**src/design/ffrf_pkg.sv**
```systemverilog
// Shared types and constants for the FAT32 free cluster run finder.
// Used by the scan core, the sector stage, the top level and the checker.
package ffrf_pkg;

  localparam int CLUSTER_BITS_DEF = 28;
  localparam int RUN_W            = 28;   // width of run_start / run_length fields
  localparam int ENTRY_W          = 32;
  localparam int SECTOR_W         = 32;
  localparam int OUT_DATA_W       = 120;  // four fields, 120 bits, already whole bytes
  localparam int OUT_USER_W       = 2;
  localparam int CFG_INDEX_W      = 2;
  localparam int CFG_DATA_W       = 32;
  localparam int FIRST_CLUSTER    = 2;
  localparam int ENTRY_CLU_BITS   = 28;   // low bits of an entry that mark it in use

  // register indexes on the configuration channel
  localparam logic [CFG_INDEX_W-1:0] REG_REQUEST_BYTES     = 2'd0;
  localparam logic [CFG_INDEX_W-1:0] REG_CLUSTER_SECTORS   = 2'd1;
  localparam logic [CFG_INDEX_W-1:0] REG_DATA_START_SECTOR = 2'd2;

  localparam logic [31:0] REQUEST_BYTES_RST     = 32'd0;
  localparam logic [7:0]  CLUSTER_SECTORS_RST   = 8'd8;
  localparam logic [31:0] DATA_START_SECTOR_RST = 32'd0;

  typedef struct packed {
    logic [31:0] request_bytes;
    logic [7:0]  cluster_sectors;
    logic [31:0] data_start_sector;
  } cfg_t;

  typedef struct packed {
    logic [RUN_W-1:0] run_start;
    logic [RUN_W-1:0] run_length;
    logic             found;
    logic             size_met;
  } run_result_t;

endpackage

```
**src/design/ffrf_scan.sv**
```systemverilog
// Scan core: run tracking state, size test and the run result register.
// Depends on ffrf_pkg.
module ffrf_scan
  import ffrf_pkg::*;
#(
  parameter int CLUSTER_BITS = CLUSTER_BITS_DEF
) (
  input  logic                clk,
  input  logic                rst,
  input  cfg_t                cfg,
  input  logic                in_valid,
  input  logic [ENTRY_W-1:0]  in_entry,
  input  logic                in_last,
  output logic                in_ready,
  output logic                res_valid,
  output run_result_t         res,
  input  logic                res_ready
);

  localparam int W  = CLUSTER_BITS;
  localparam int PW = CLUSTER_BITS + 8;
  localparam logic [W-1:0] CLU_MAX   = '1;
  localparam logic [W-1:0] CLU_FIRST = W'(FIRST_CLUSTER);

  logic [W-1:0] cluster_index, cluster_index_next;
  logic [W-1:0] current_start, current_start_next;
  logic [W-1:0] current_length, current_length_next;
  logic [W-1:0] best_start, best_start_next;
  logic [W-1:0] best_length, best_length_next;
  logic         search_done, search_done_next;

  logic         consume;
  logic         emit;
  logic         met;
  logic         entry_free;
  logic [PW-1:0] size_units;
  logic [23:0]  req_units;
  logic [W-1:0] fin_start;
  logic [W-1:0] fin_length;
  run_result_t  res_next;

  assign in_ready = !res_valid || res_ready;
  assign consume  = in_valid && in_ready;

  // request in 512-byte units, rounded up, so the size test needs no shift
  assign req_units  = {1'b0, cfg.request_bytes[31:9]} + 24'(|cfg.request_bytes[8:0]);
  assign entry_free = (in_entry[ENTRY_CLU_BITS-1:0] == '0);

  always_comb begin
    cluster_index_next  = cluster_index;
    current_start_next  = current_start;
    current_length_next = current_length;
    best_start_next     = best_start;
    best_length_next    = best_length;
    search_done_next    = search_done;
    met                 = 1'b0;
    emit                = 1'b0;
    size_units          = '0;
    fin_start           = '0;
    fin_length          = '0;
    res_next            = '0;

    if (search_done) begin
      if (in_last) begin
        cluster_index_next  = CLU_FIRST;
        current_start_next  = '0;
        current_length_next = '0;
        best_start_next     = '0;
        best_length_next    = '0;
        search_done_next    = 1'b0;
      end
    end else begin
      if (entry_free) begin
        if (current_length == '0) begin
          current_start_next  = cluster_index;
          current_length_next = W'(1);
        end else begin
          if (current_length != CLU_MAX) begin
            current_length_next = current_length + W'(1);
          end
          size_units = PW'(current_length_next) * PW'(cfg.cluster_sectors);
          met = (cfg.request_bytes != '0) && (size_units >= PW'(req_units));
        end
      end else if (current_length != '0) begin
        if (current_length > best_length) begin
          best_start_next  = current_start;
          best_length_next = current_length;
        end
        current_start_next  = '0;
        current_length_next = '0;
      end

      if (!met) begin
        cluster_index_next = cluster_index + W'(1);
      end

      emit       = met || in_last;
      fin_start  = best_start_next;
      fin_length = best_length_next;
      if (current_length_next != '0 && current_length_next > best_length_next) begin
        fin_start  = current_start_next;
        fin_length = current_length_next;
      end

      res_next.found      = (fin_length != '0);
      res_next.run_start  = res_next.found ? RUN_W'(fin_start) : '0;
      res_next.run_length = RUN_W'(fin_length);
      res_next.size_met   = met;

      if (in_last) begin
        cluster_index_next  = CLU_FIRST;
        current_start_next  = '0;
        current_length_next = '0;
        best_start_next     = '0;
        best_length_next    = '0;
        search_done_next    = 1'b0;
      end else if (met) begin
        // hold the state; everything up to the last entry is dropped
        best_start_next  = fin_start;
        best_length_next = fin_length;
        search_done_next = 1'b1;
      end
    end
  end

  always_ff @(posedge clk) begin
    if (rst) begin
      cluster_index  <= CLU_FIRST;
      current_start  <= '0;
      current_length <= '0;
      best_start     <= '0;
      best_length    <= '0;
      search_done    <= 1'b0;
      res_valid      <= 1'b0;
    end else begin
      if (consume) begin
        cluster_index  <= cluster_index_next;
        current_start  <= current_start_next;
        current_length <= current_length_next;
        best_start     <= best_start_next;
        best_length    <= best_length_next;
        search_done    <= search_done_next;
      end
      if (in_ready) begin
        res_valid <= consume && emit;
      end
    end
  end

  always_ff @(posedge clk) begin
    if (consume && emit) begin
      res <= res_next;
    end
  end

endmodule

```
**src/design/ffrf_sector.sv**
```systemverilog
// Sector stage: turns the chosen run into absolute sectors, holds the output register.
// Depends on ffrf_pkg.
module ffrf_sector
  import ffrf_pkg::*;
(
  input  logic                  clk,
  input  logic                  rst,
  input  cfg_t                  cfg,
  input  logic                  res_valid,
  input  run_result_t           res,
  output logic                  res_ready,
  output logic                  out_valid,
  input  logic                  out_ready,
  output logic [OUT_DATA_W-1:0] out_data,
  output logic [OUT_USER_W-1:0] out_user
);

  logic [SECTOR_W-1:0] start_rel;
  logic [SECTOR_W-1:0] end_rel;
  logic [SECTOR_W-1:0] first_sector;
  logic [SECTOR_W-1:0] last_sector;
  logic [SECTOR_W-1:0] cs_ext;

  assign res_ready = !out_valid || out_ready;
  assign cs_ext    = SECTOR_W'(cfg.cluster_sectors);

  always_comb begin
    start_rel = SECTOR_W'(res.run_start) - SECTOR_W'(FIRST_CLUSTER);
    end_rel   = SECTOR_W'(res.run_start) + SECTOR_W'(res.run_length)
                - SECTOR_W'(FIRST_CLUSTER);
    first_sector = '0;
    last_sector  = '0;
    if (res.found) begin
      first_sector = start_rel * cs_ext + cfg.data_start_sector;
      last_sector  = end_rel * cs_ext + cfg.data_start_sector - SECTOR_W'(1);
    end
  end

  always_ff @(posedge clk) begin
    if (rst) begin
      out_valid <= 1'b0;
    end else if (res_ready) begin
      out_valid <= res_valid;
    end
  end

  always_ff @(posedge clk) begin
    if (res_ready && res_valid) begin
      out_data <= {last_sector, first_sector, res.run_length, res.run_start};
      out_user <= {res.size_met, res.found};
    end
  end

endmodule

```
**src/design/fat32_free_run_finder.sv**
```systemverilog
// FAT32 free cluster run finder, top level: ports, configuration and input register.
// Depends on ffrf_pkg, ffrf_scan and ffrf_sector.
//
// Usage: FAT32 table entries stream in on s_axis, one per request, the first
// being cluster 2; s_axis_tlast marks the entry of the highest cluster. The
// block reports one result on m_axis when the open run reaches request_bytes
// (early stop) or on the last entry. After an early stop, entries are taken
// and dropped until the last one, which clears the scan state.
// Configuration writes arrive on cfg_valid/cfg_index/cfg_data; cfg_ready is
// always high. Write only while no result is pending.
// A result passes from the input register, which takes the request, to the scan
// register and then to the sector register before it shows on m_axis.
// Throughput: one entry per cycle while s_axis_tready is high; the scan state
// loop (increment, 8-bit by cluster-width product, compare) is combinational.
// Reset (rst, synchronous) empties the pipeline, restarts the scan at
// cluster 2 and loads the register defaults (0, 8, 0).
// When m_axis stalls, the output register holds; the scan keeps taking
// entries until a second result has nowhere to go, then s_axis_tready drops.
module fat32_free_run_finder
  import ffrf_pkg::*;
#(
  parameter int CLUSTER_BITS = CLUSTER_BITS_DEF
) (
  input  logic                   clk,
  input  logic                   rst,
  input  logic                   s_axis_tvalid,
  output logic                   s_axis_tready,
  input  logic [ENTRY_W-1:0]     s_axis_tdata,   // [31:0] fat_entry
  input  logic                   s_axis_tlast,   // last_entry
  output logic                   m_axis_tvalid,
  input  logic                   m_axis_tready,
  // [27:0] run_start, [55:28] run_length, [87:56] first_sector, [119:88] last_sector
  output logic [OUT_DATA_W-1:0]  m_axis_tdata,
  output logic [OUT_USER_W-1:0]  m_axis_tuser,   // [0] found, [1] size_met
  input  logic                   cfg_valid,
  output logic                   cfg_ready,
  input  logic [CFG_INDEX_W-1:0] cfg_index,
  input  logic [CFG_DATA_W-1:0]  cfg_data
);

  cfg_t               cfg;
  logic               in_valid;
  logic [ENTRY_W-1:0] in_entry;
  logic               in_last;
  logic               scan_ready;
  logic               res_valid;
  logic               res_ready;
  run_result_t        res;

  assign cfg_ready     = 1'b1;
  assign s_axis_tready = !in_valid || scan_ready;

  always_ff @(posedge clk) begin
    if (rst) begin
      cfg.request_bytes     <= REQUEST_BYTES_RST;
      cfg.cluster_sectors   <= CLUSTER_SECTORS_RST;
      cfg.data_start_sector <= DATA_START_SECTOR_RST;
    end else if (cfg_valid) begin
      case (cfg_index)
        REG_REQUEST_BYTES:     cfg.request_bytes     <= cfg_data;
        REG_CLUSTER_SECTORS:   cfg.cluster_sectors   <= cfg_data[7:0];
        REG_DATA_START_SECTOR: cfg.data_start_sector <= cfg_data;
        default: begin
          // unmapped index: drop the write
        end
      endcase
    end
  end

  always_ff @(posedge clk) begin
    if (rst) begin
      in_valid <= 1'b0;
    end else if (s_axis_tready) begin
      in_valid <= s_axis_tvalid;
    end
  end

  always_ff @(posedge clk) begin
    if (s_axis_tready && s_axis_tvalid) begin
      in_entry <= s_axis_tdata;
      in_last  <= s_axis_tlast;
    end
  end

  ffrf_scan #(
    .CLUSTER_BITS(CLUSTER_BITS)
  ) u_scan (
    .clk      (clk),
    .rst      (rst),
    .cfg      (cfg),
    .in_valid (in_valid),
    .in_entry (in_entry),
    .in_last  (in_last),
    .in_ready (scan_ready),
    .res_valid(res_valid),
    .res      (res),
    .res_ready(res_ready)
  );

  ffrf_sector u_sector (
    .clk      (clk),
    .rst      (rst),
    .cfg      (cfg),
    .res_valid(res_valid),
    .res      (res),
    .res_ready(res_ready),
    .out_valid(m_axis_tvalid),
    .out_ready(m_axis_tready),
    .out_data (m_axis_tdata),
    .out_user (m_axis_tuser)
  );

endmodule

```
**config.mk**
```make
export PLATFORM = sky130hd
export DESIGN_NAME = fat32_free_run_finder
export DESIGN_NICKNAME = d
export VERILOG_FILES = /design/src/design/ffrf_pkg.sv /design/src/design/ffrf_scan.sv /design/src/design/ffrf_sector.sv /design/src/design/fat32_free_run_finder.sv
export SDC_FILE = /design/constraint.sdc
export NUM_CORES = 2
export LEC_CHECK = 0
export BUFFER_PORTS_ARGS = -buffer_cell sky130_fd_sc_hd__buf_2
export CAP_MARGIN = 10
export CORE_MARGIN = 8
export CORE_UTILIZATION = 55
export DETAILED_ROUTE_END_ITERATION = 8
export PLACE_DENSITY = 0.72
export SLEW_MARGIN = 20
export SYNTH_ARGS = -nofsm -noshare
export SYNTH_HDL_FRONTEND = slang
export SYNTH_SLANG_ARGS = --single-unit
```
**constraint.sdc**
```tcl
create_clock -name clk -period 18.2 [get_ports clk]
set_input_delay 1.82 -clock clk [delete_from_list [all_inputs] [get_ports clk]]
set_output_delay 1.82 -clock clk [all_outputs]
set_load 0.03 [all_outputs]
```
# Yosys cells after proc, flatten, opt, wreduce, memory -nomap -nowiden

Cells that the tools add are included.

Register bits after elaboration: 425
Input bits: 72
Output and inout bits: 125
Word-level logic and storage cells: 113

Add/sub/neg operators: 9
$mul: 3
$lt $le $gt $ge: 3
Eq/ne operators: 5
Muxes and demuxes: 44
Bitwise operators: 1
Reductions and logical operators: 27

Operators by type and width:

| kind                                                                 | number |
|---|---|
| 28-bit two-way mux                                                   | 36 |
| 28-bit nonzero test                                                  | 3 |
| 32-bit adder                                                         | 2 |
| 32-bit by 8-bit multiplier with 32-bit output                        | 2 |
| 28-bit by 1-bit adder with 28-bit output, second input constant      | 2 |
| 28-bit > comparator                                                  | 2 |
| 28-bit zero test                                                     | 2 |
| 36-bit by 24-bit >= comparator with 1-bit output                     | 1 |
| 28-bit by 8-bit multiplier with 36-bit output                        | 1 |
| 32-bit nonzero test                                                  | 1 |
| 32-bit by 1-bit subtractor with 32-bit output, second input constant | 1 |
| 32-bit by 2-bit subtractor with 32-bit output, second input constant | 1 |
| 28-bit by 28-bit adder with 29-bit output                            | 1 |
| 28-bit by 2-bit subtractor with 29-bit output, second input constant | 1 |
| 28-bit inequality test, second input constant                        | 1 |
| 23-bit by 1-bit adder with 24-bit output                             | 1 |
| 9-bit OR reduction                                                   | 1 |
| 1-bit two-way mux                                                    | 8 |
| 2-bit AND reduction                                                  | 4 |
| 1-bit logical AND                                                    | 6 |
| 1-bit logical OR                                                     | 4 |
| 2-bit inequality test, second input constant                         | 2 |
| 1-bit zero test                                                      | 3 |
| 3-bit AND reduction                                                  | 1 |
| 5 further kinds                                                      | 5 |

# Depth between registers and ports, before layout

Depth in word-level cells: 15
Gate-level depth with buffers: 44
Gate-level depth less buffers: 40

# Cells and area by module

A second synthesis with hierarchy kept.

Cells, all modules: 4933
Area total of the unflattened synthesis: 45876.5 µm²

Modules (own cells, without submodules):

| module                | times used | cells each | area an instance (µm²) | sequential area each (µm²) |
|---|---|---|---|---|
| ffrf_sector           | 1          | 2285       | 21518.1                | 3683.5 |
| ffrf_scan             | 1          | 2336       | 20335.8                | 4584.4 |
| fat32_free_run_finder | 1          | 312        | 4022.6                 | 2452.4 |

# Worst setup path before layout

No wires, ideal clock.

Kind: reg-to-reg
Start point: register u_scan.current_length[1]
End point: register u_scan.res[0] (netlist name)
Library setup time: 0.563 ns
Arrival time: 12.488 ns
Required time: 17.637 ns
Slack: 5.150 ns
Stages on the path, launching flop included: 43
Buffers on the path: 4
Period minus slack after synthesis: 13.050 ns
Path through: dfxtp_1 -> ha_1 -> and2_1 -> clkbuf_1 -> and4_1 -> buf_2 -> nand3_2 -> nand2_1 -> xor2_1 -> nand2b_1 -> fa_1 -> fa_1 -> inv_1 -> fa_1 -> inv_1 -> fa_1 -> inv_1 -> ha_1 -> [... 7 more ...] -> a21o_1 -> a31oi_1 -> o21ai_0 -> xor2_1 -> ha_1 -> nand4_1 -> nor2_1 -> o31ai_1 -> nand4_1 -> nor2_1 -> o221ai_1 -> a2111oi_4 -> o211ai_1 -> nor4_4 -> a21o_1 -> buf_2 -> buf_2 -> a21boi_0

Longest elaborated chain between the ends: 14
Elaborated cells on any way between the ends: 16
Those cells by class: 1 x add/sub; 1 x mul; 1 x order compare; 1 x eq/ne; 8 x mux; 4 x reduce/logical

Ends and longest elaborated chain:

| item                                                                               | RTL line                         | source |
|---|---|---|
| from (decl)                                                                        | ffrf_scan.sv:27                  | `logic [W-1:0] current_length, current_length_next;` |
| from (signal assigned)                                                             | ffrf_scan.sv:139                 | `current_length <= current_length_next;` |
| 28-bit by 1-bit adder with 28-bit output or 28-bit inequality test (tied branches) | ffrf_scan.sv:79, ffrf_scan.sv:78 |  |
| 28-bit two-way mux                                                                 | ffrf_scan.sv:78                  | `if (current_length != CLU_MAX) begin` |
| 28-bit two-way mux                                                                 | ffrf_scan.sv:74                  | `if (current_length == '0) begin` |
| 28-bit two-way mux                                                                 | ffrf_scan.sv:73                  | `if (entry_free) begin` |
| 28-bit two-way mux                                                                 | ffrf_scan.sv:63                  | `if (search_done) begin` |
| 28-bit by 8-bit multiplier with 36-bit output                                      | ffrf_scan.sv:81                  | `size_units = PW'(current_length_next) * PW'(cfg.cluster_sectors);` |
| 36-bit by 24-bit >= comparator with 1-bit output                                   | ffrf_scan.sv:82                  | `met = (cfg.request_bytes != '0) && (size_units >= PW'(req_units));` |
| 1-bit logical AND                                                                  | ffrf_scan.sv:82                  |  |
| 1-bit two-way mux *                                                                | ffrf_scan.sv:74                  |  |
| 1-bit two-way mux *                                                                | ffrf_scan.sv:73                  |  |
| 1-bit two-way mux *                                                                | ffrf_scan.sv:63                  |  |
| 1-bit logical OR *                                                                 | ffrf_scan.sv:97                  | `emit = met \|\| in_last;` |
| 1-bit two-way mux *                                                                | ffrf_scan.sv:63                  |  |
| 1-bit logical AND *                                                                | ffrf_scan.sv:151                 | `if (consume && emit) begin` |

Mark *: on every way between the ends. The rest lies on a longest branch, timed or not. The select of a mux whose other input is x is not followed.
A chain may end at the register's enable or synchronous reset.

# Worst setup path in the final report

Start point: register u_scan.current_length[3]
End point: register u_scan.res[6] (netlist name)

Longest elaborated chain between the ends: 14
Elaborated cells on any way between the ends: 16
Those cells by class: 1 x add/sub; 1 x mul; 1 x order compare; 1 x eq/ne; 8 x mux; 4 x reduce/logical

Ends and longest elaborated chain:

| item                                                                               | RTL line |
|---|---|
| 28-bit by 1-bit adder with 28-bit output or 28-bit inequality test (tied branches) | ffrf_scan.sv:79, ffrf_scan.sv:78 |
| 28-bit two-way mux                                                                 | ffrf_scan.sv:78 |
| 28-bit two-way mux                                                                 | ffrf_scan.sv:74 |
| 28-bit two-way mux                                                                 | ffrf_scan.sv:73 |
| 28-bit two-way mux                                                                 | ffrf_scan.sv:63 |
| 28-bit by 8-bit multiplier with 36-bit output                                      | ffrf_scan.sv:81 |
| 36-bit by 24-bit >= comparator with 1-bit output                                   | ffrf_scan.sv:82 |
| 1-bit logical AND                                                                  | ffrf_scan.sv:82 |
| 1-bit two-way mux *                                                                | ffrf_scan.sv:74 |
| 1-bit two-way mux *                                                                | ffrf_scan.sv:73 |
| 1-bit two-way mux *                                                                | ffrf_scan.sv:63 |
| 1-bit logical OR *                                                                 | ffrf_scan.sv:97 |
| 1-bit two-way mux *                                                                | ffrf_scan.sv:63 |
| 1-bit logical AND *                                                                | ffrf_scan.sv:151 |

Marked as above.

==> qor.csv <==
stage;metric;value;unit
final_layout;fraction of final layout cells sized beyond drive strength 1;0.0774;
worst_hold_path;type of the tightest min-delay check;register to register;
global_route;GRT Resource Usage Total;0.264;
global_route;vias in the first global route;34826;
worst_setup_path;cell with the biggest individual delay on the critical path;sky130_fd_sc_hd__xor2_1;
synthesis;count of unique library cells instantiated by Yosys;97;
floorplan;I/O pin total;197;
clock_tree;count of hold buffers inserted by post-cts repair;0;
final_layout;number of diodes;0;
routing;Final ANT Viol Nets;0;
timing;clock period minus final worst setup slack;11.75;ns
routing;First-pass DRT Iterations;5;
power;static leakage power;0.0214;uW
timing;tightest hold margin;0.450;ns
clock_tree;CTS H-tree lvls;2;
clock_tree;clock root buffer master;sky130_fd_sc_hd__clkbuf_16;
final_layout;Util after Layout;0.599;
timing;setup total negative slack;0;ns
global_route;first-pass GRT wire length;192000;microns
worst_setup_path;critical path launch point type;register;
timing;Final Setup Violations;0;
worst_setup_path;WS Path Type;register to register;
clock_tree;number of clock sinks;425;
placed_design;GP Congestion;0.912;
run;max_cap viols;0;
run_status;run status;finished clean;
clock_tree;number of buffers added by the clock tree synthesis step;49;
final_layout;fill cell instance count of the final layout;6929;
timing;Slew HR;0.231;
routing;DRC Markers;0;
worst_setup_path;maximum net fanout on the critical path;45;
floorplan;effective utilization at floorplan;0.554;
final_layout;net count of the finished layout;5831;
power;total power per unit cell area;72.9;nW/um^2
synthesis;number of synthesized register bits;425;
synthesis;share of flip-flops with an asynchronous set or reset after synthesis;0;
global_route;antenna violations before repair;7;
worst_setup_path;crit-path leading delay family;compound AO/OA/AOI/OAI gates;
synthesis;EDFF count, synth;209;
timing;final setup skew;0.0604;ns
clock_tree;CTS tree;yes;
clock_tree;clock transition at the register clock pins on the worst setup and hold paths after CTS;0.06;ns
timing;fin crit share;0.646;
synthesis;synthesized area per cell;9.09;sq um
floorplan;die area;90200;sq um
synthesis;sequential-to-total area share from yosys stat;0.239;
clock_tree;setup repair bufs after CTS;0;
placed_design;hpwl dp;89700;microns
synthesis;synthesized instance count;4888;
floorplan;Die Width;300;microns
clock_tree;later-pin clock latency in the skew report;0.64;ns
final_layout;footprint of the multi-input gates;30700;sq um
synthesis;area of the mapped netlist;44400;sq um
floorplan;core area;80300;sq um
worst_setup_path;maximum cell stage delay along the critical path;0.90;ns
timing;timing-limited maximum frequency;85.1;MHz
synthesis;Top FF cell, synth;sky130_fd_sc_hd__dfxtp_1;
worst_setup_path;arrival time at the worst endpoint;12.02;ns
routing;average via count per standard cell;5.85;
clock_tree;Clock Path Buffers;3;
placed_design;Port Buffers;191;
power;Peak supply drop;0.0909;mV
final_layout;most used cells in the layout excluding fill and tap cells;sky130_fd_sc_hd__inv_1, sky130_fd_sc_hd__nand2_1, sky130_fd_sc_hd__fa_1, sky130_fd_sc_hd__nor2_1, sky130_fd_sc_hd__ha_1;
clock_tree;number of cells upsized or downsized after cts;0;
worst_setup_path;element type at the critical path end;register;
global_route;total overflow reported by the global router;0;
timing;Fin. Hold Viols;0;
final_layout;Area Growth Syn to Fin;8.22;%
routing;via count of the routed design;35388;
final_layout;register area;10600;sq um
worst_setup_path;CP Buf/Inv Count;4;
synthesis;Ys Warns;0;
final_layout;leading cell type in the layout, fill and taps excluded;sky130_fd_sc_hd__inv_1;
global_route;pin count of the biggest net entering global routing;123;
synthesis;total nets after synthesis;5771;
timing;worst slew pin tran;1.15;ns
floorplan;Die Ht;300;microns
routing;overall routed net length;120000;microns
routing;routed wire length per instance;19.8;microns
floorplan;Placement Rows;104;
routing;initial DRC count;3235;
worst_setup_path;required time at the endpoint of the critical path;18.47;ns
timing;number of pins with negative max-slew slack in the final report;0;
timing;RSZ-0062 raised after global routing;false;
[report_power, final]
part | total (uW) | switching, uW | internal (uW)
Clock | 1090 | 445 | 644
Sequential | 1030 | 15.1 | 1010
Combinational | 1390 | 807 | 581
[worst register-to-register path: cells and delay by family (launching register included)]
family / cells / cell delay (ns)
and+or+nand+nor: 10 / 2.68
adders and majority gates: 6 / 2.70
buffers and inverters: 4 / 0.55
AOI/OAI and AO/OA: 16 / 3.83
DFF: 1 / 0.61
xor gates and xnor gates: 2 / 1.06
[synth_stat cells (all sizes together) (7+ instances only)]
library cell | instances | area [sq um]
and2 | 270 | 1690
nor2b | 100 | 626
o21a | 22 | 165
ha | 278 | 3480
nand4 | 47 | 294
nand3 | 86 | 435
nand2 | 610 | 2290
clkbuf | 188 | 707
nand2b | 51 | 319
mux2i | 98 | 981
a22oi | 57 | 428
a31o | 8 | 70.1
dfxtp | 216 | 4320
o31ai | 20 | 160
nor3b | 10 | 75.1
a21oi | 241 | 1220
nor3 | 65 | 335
o2111ai | 7 | 61.3
o21bai | 19 | 143
or4 | 14 | 105
buf | 38 | 188
edfxtp | 209 | 6280
a211oi | 65 | 508
a22o | 32 | 280
a21o | 74 | 556
or3 | 26 | 163
a21boi | 9 | 71.3
nand3b | 12 | 90.1
o211ai | 15 | 118
o21ai | 122 | 622
or2 | 12 | 75.1
and3 | 34 | 214
inv | 620 | 2330
and4 | 18 | 158
a32o | 12 | 120
xor2 | 88 | 771
nor4 | 28 | 190
fa | 533 | 10700
nor2 | 316 | 1190
a31oi | 29 | 181
xnor2 | 113 | 990
[flip-flops by register name, summed over array words and instances (netlist names)]
name,cells
u_sector.out_data,120
cfg,72
u_scan.res,58
in_entry,28
u_scan.best_length,28
u_scan.best_start,28
u_scan.cluster_index,28
u_scan.current_length,28
u_scan.current_start,28
u_sector.out_user,2
in_last,1
in_valid,1
u_scan.res_valid,1
u_scan.search_done,1
u_sector.out_valid,1
[layer usage]
layer / GRT usage / up-vias / routed length [microns]
met1: 0.354 / 17473 / 49500
met4: 0.0935 / 0 / 4670
met2: 0.433 / 1382 / 56500
met5: 0 / - / 0
li1: - / 16303 / -
met3: 0.0403 / 230 / 9420
[area by class of cell]
class	instances	area share
Clock inverter	30	0.00861
Clock buffer	62	0.0285
Inverter	621	0.0485
Multi-Input combinational cell	3616	0.639
Tap cell	1060	0.0276
Timing Repair Buffer	235	0.0271
Sequential cell	425	0.221
[stage by stage]
step / area [sq um] / total power (uW) / worst slack, ns / std cells
6_report: 48100 / 3500 / 6.45 / 6049
5_1_grt: 48100 / 3740 / 5.90 / 6049
4_1_cts: 48100 / 3520 / 6.59 / 6049
3_5_place_dp: 46300 / 2430 / 6.66 / 5957
3_3_place_gp: 46300 / 2400 / 6.86 / 5957
2_1_floorplan: 44400 / 2110 / 5.15 / 4888
[cell families (layout without fill, tap and decap cells)]
kind of cell	after synthesis	after routing	share of synthesized area
DFF	425	425	0.239
buffers and inverters	847	948	0.0726
xor gates and xnor gates	203	203	0.0406
AOI/OAI and AO/OA	783	783	0.117
and+or+nand+nor	1717	1717	0.190
muxes	101	101	0.0229
adders and majority gates	811	811	0.318
other	1	1	0.0000844
[path summary, 6_finish.rpt]
| kind | startpoint | to | slack [ns] | depth (start not counted) |
|---|---|---|---|---|
| worst max register to register | u_scan.current_length[3] | u_scan.res[6] | 6.45 | 38 |
| worst min register to register | u_scan.res[0] | u_sector.out_user[1] | 0.45 | 0 |
| worst max-delay path | u_scan.current_length[3] | u_scan.res[6] | 6.45 | 38 |
| worst min-delay path | u_scan.res[0] | u_sector.out_user[1] | 0.45 | 0 |
(Power assumes the default switching activity.)
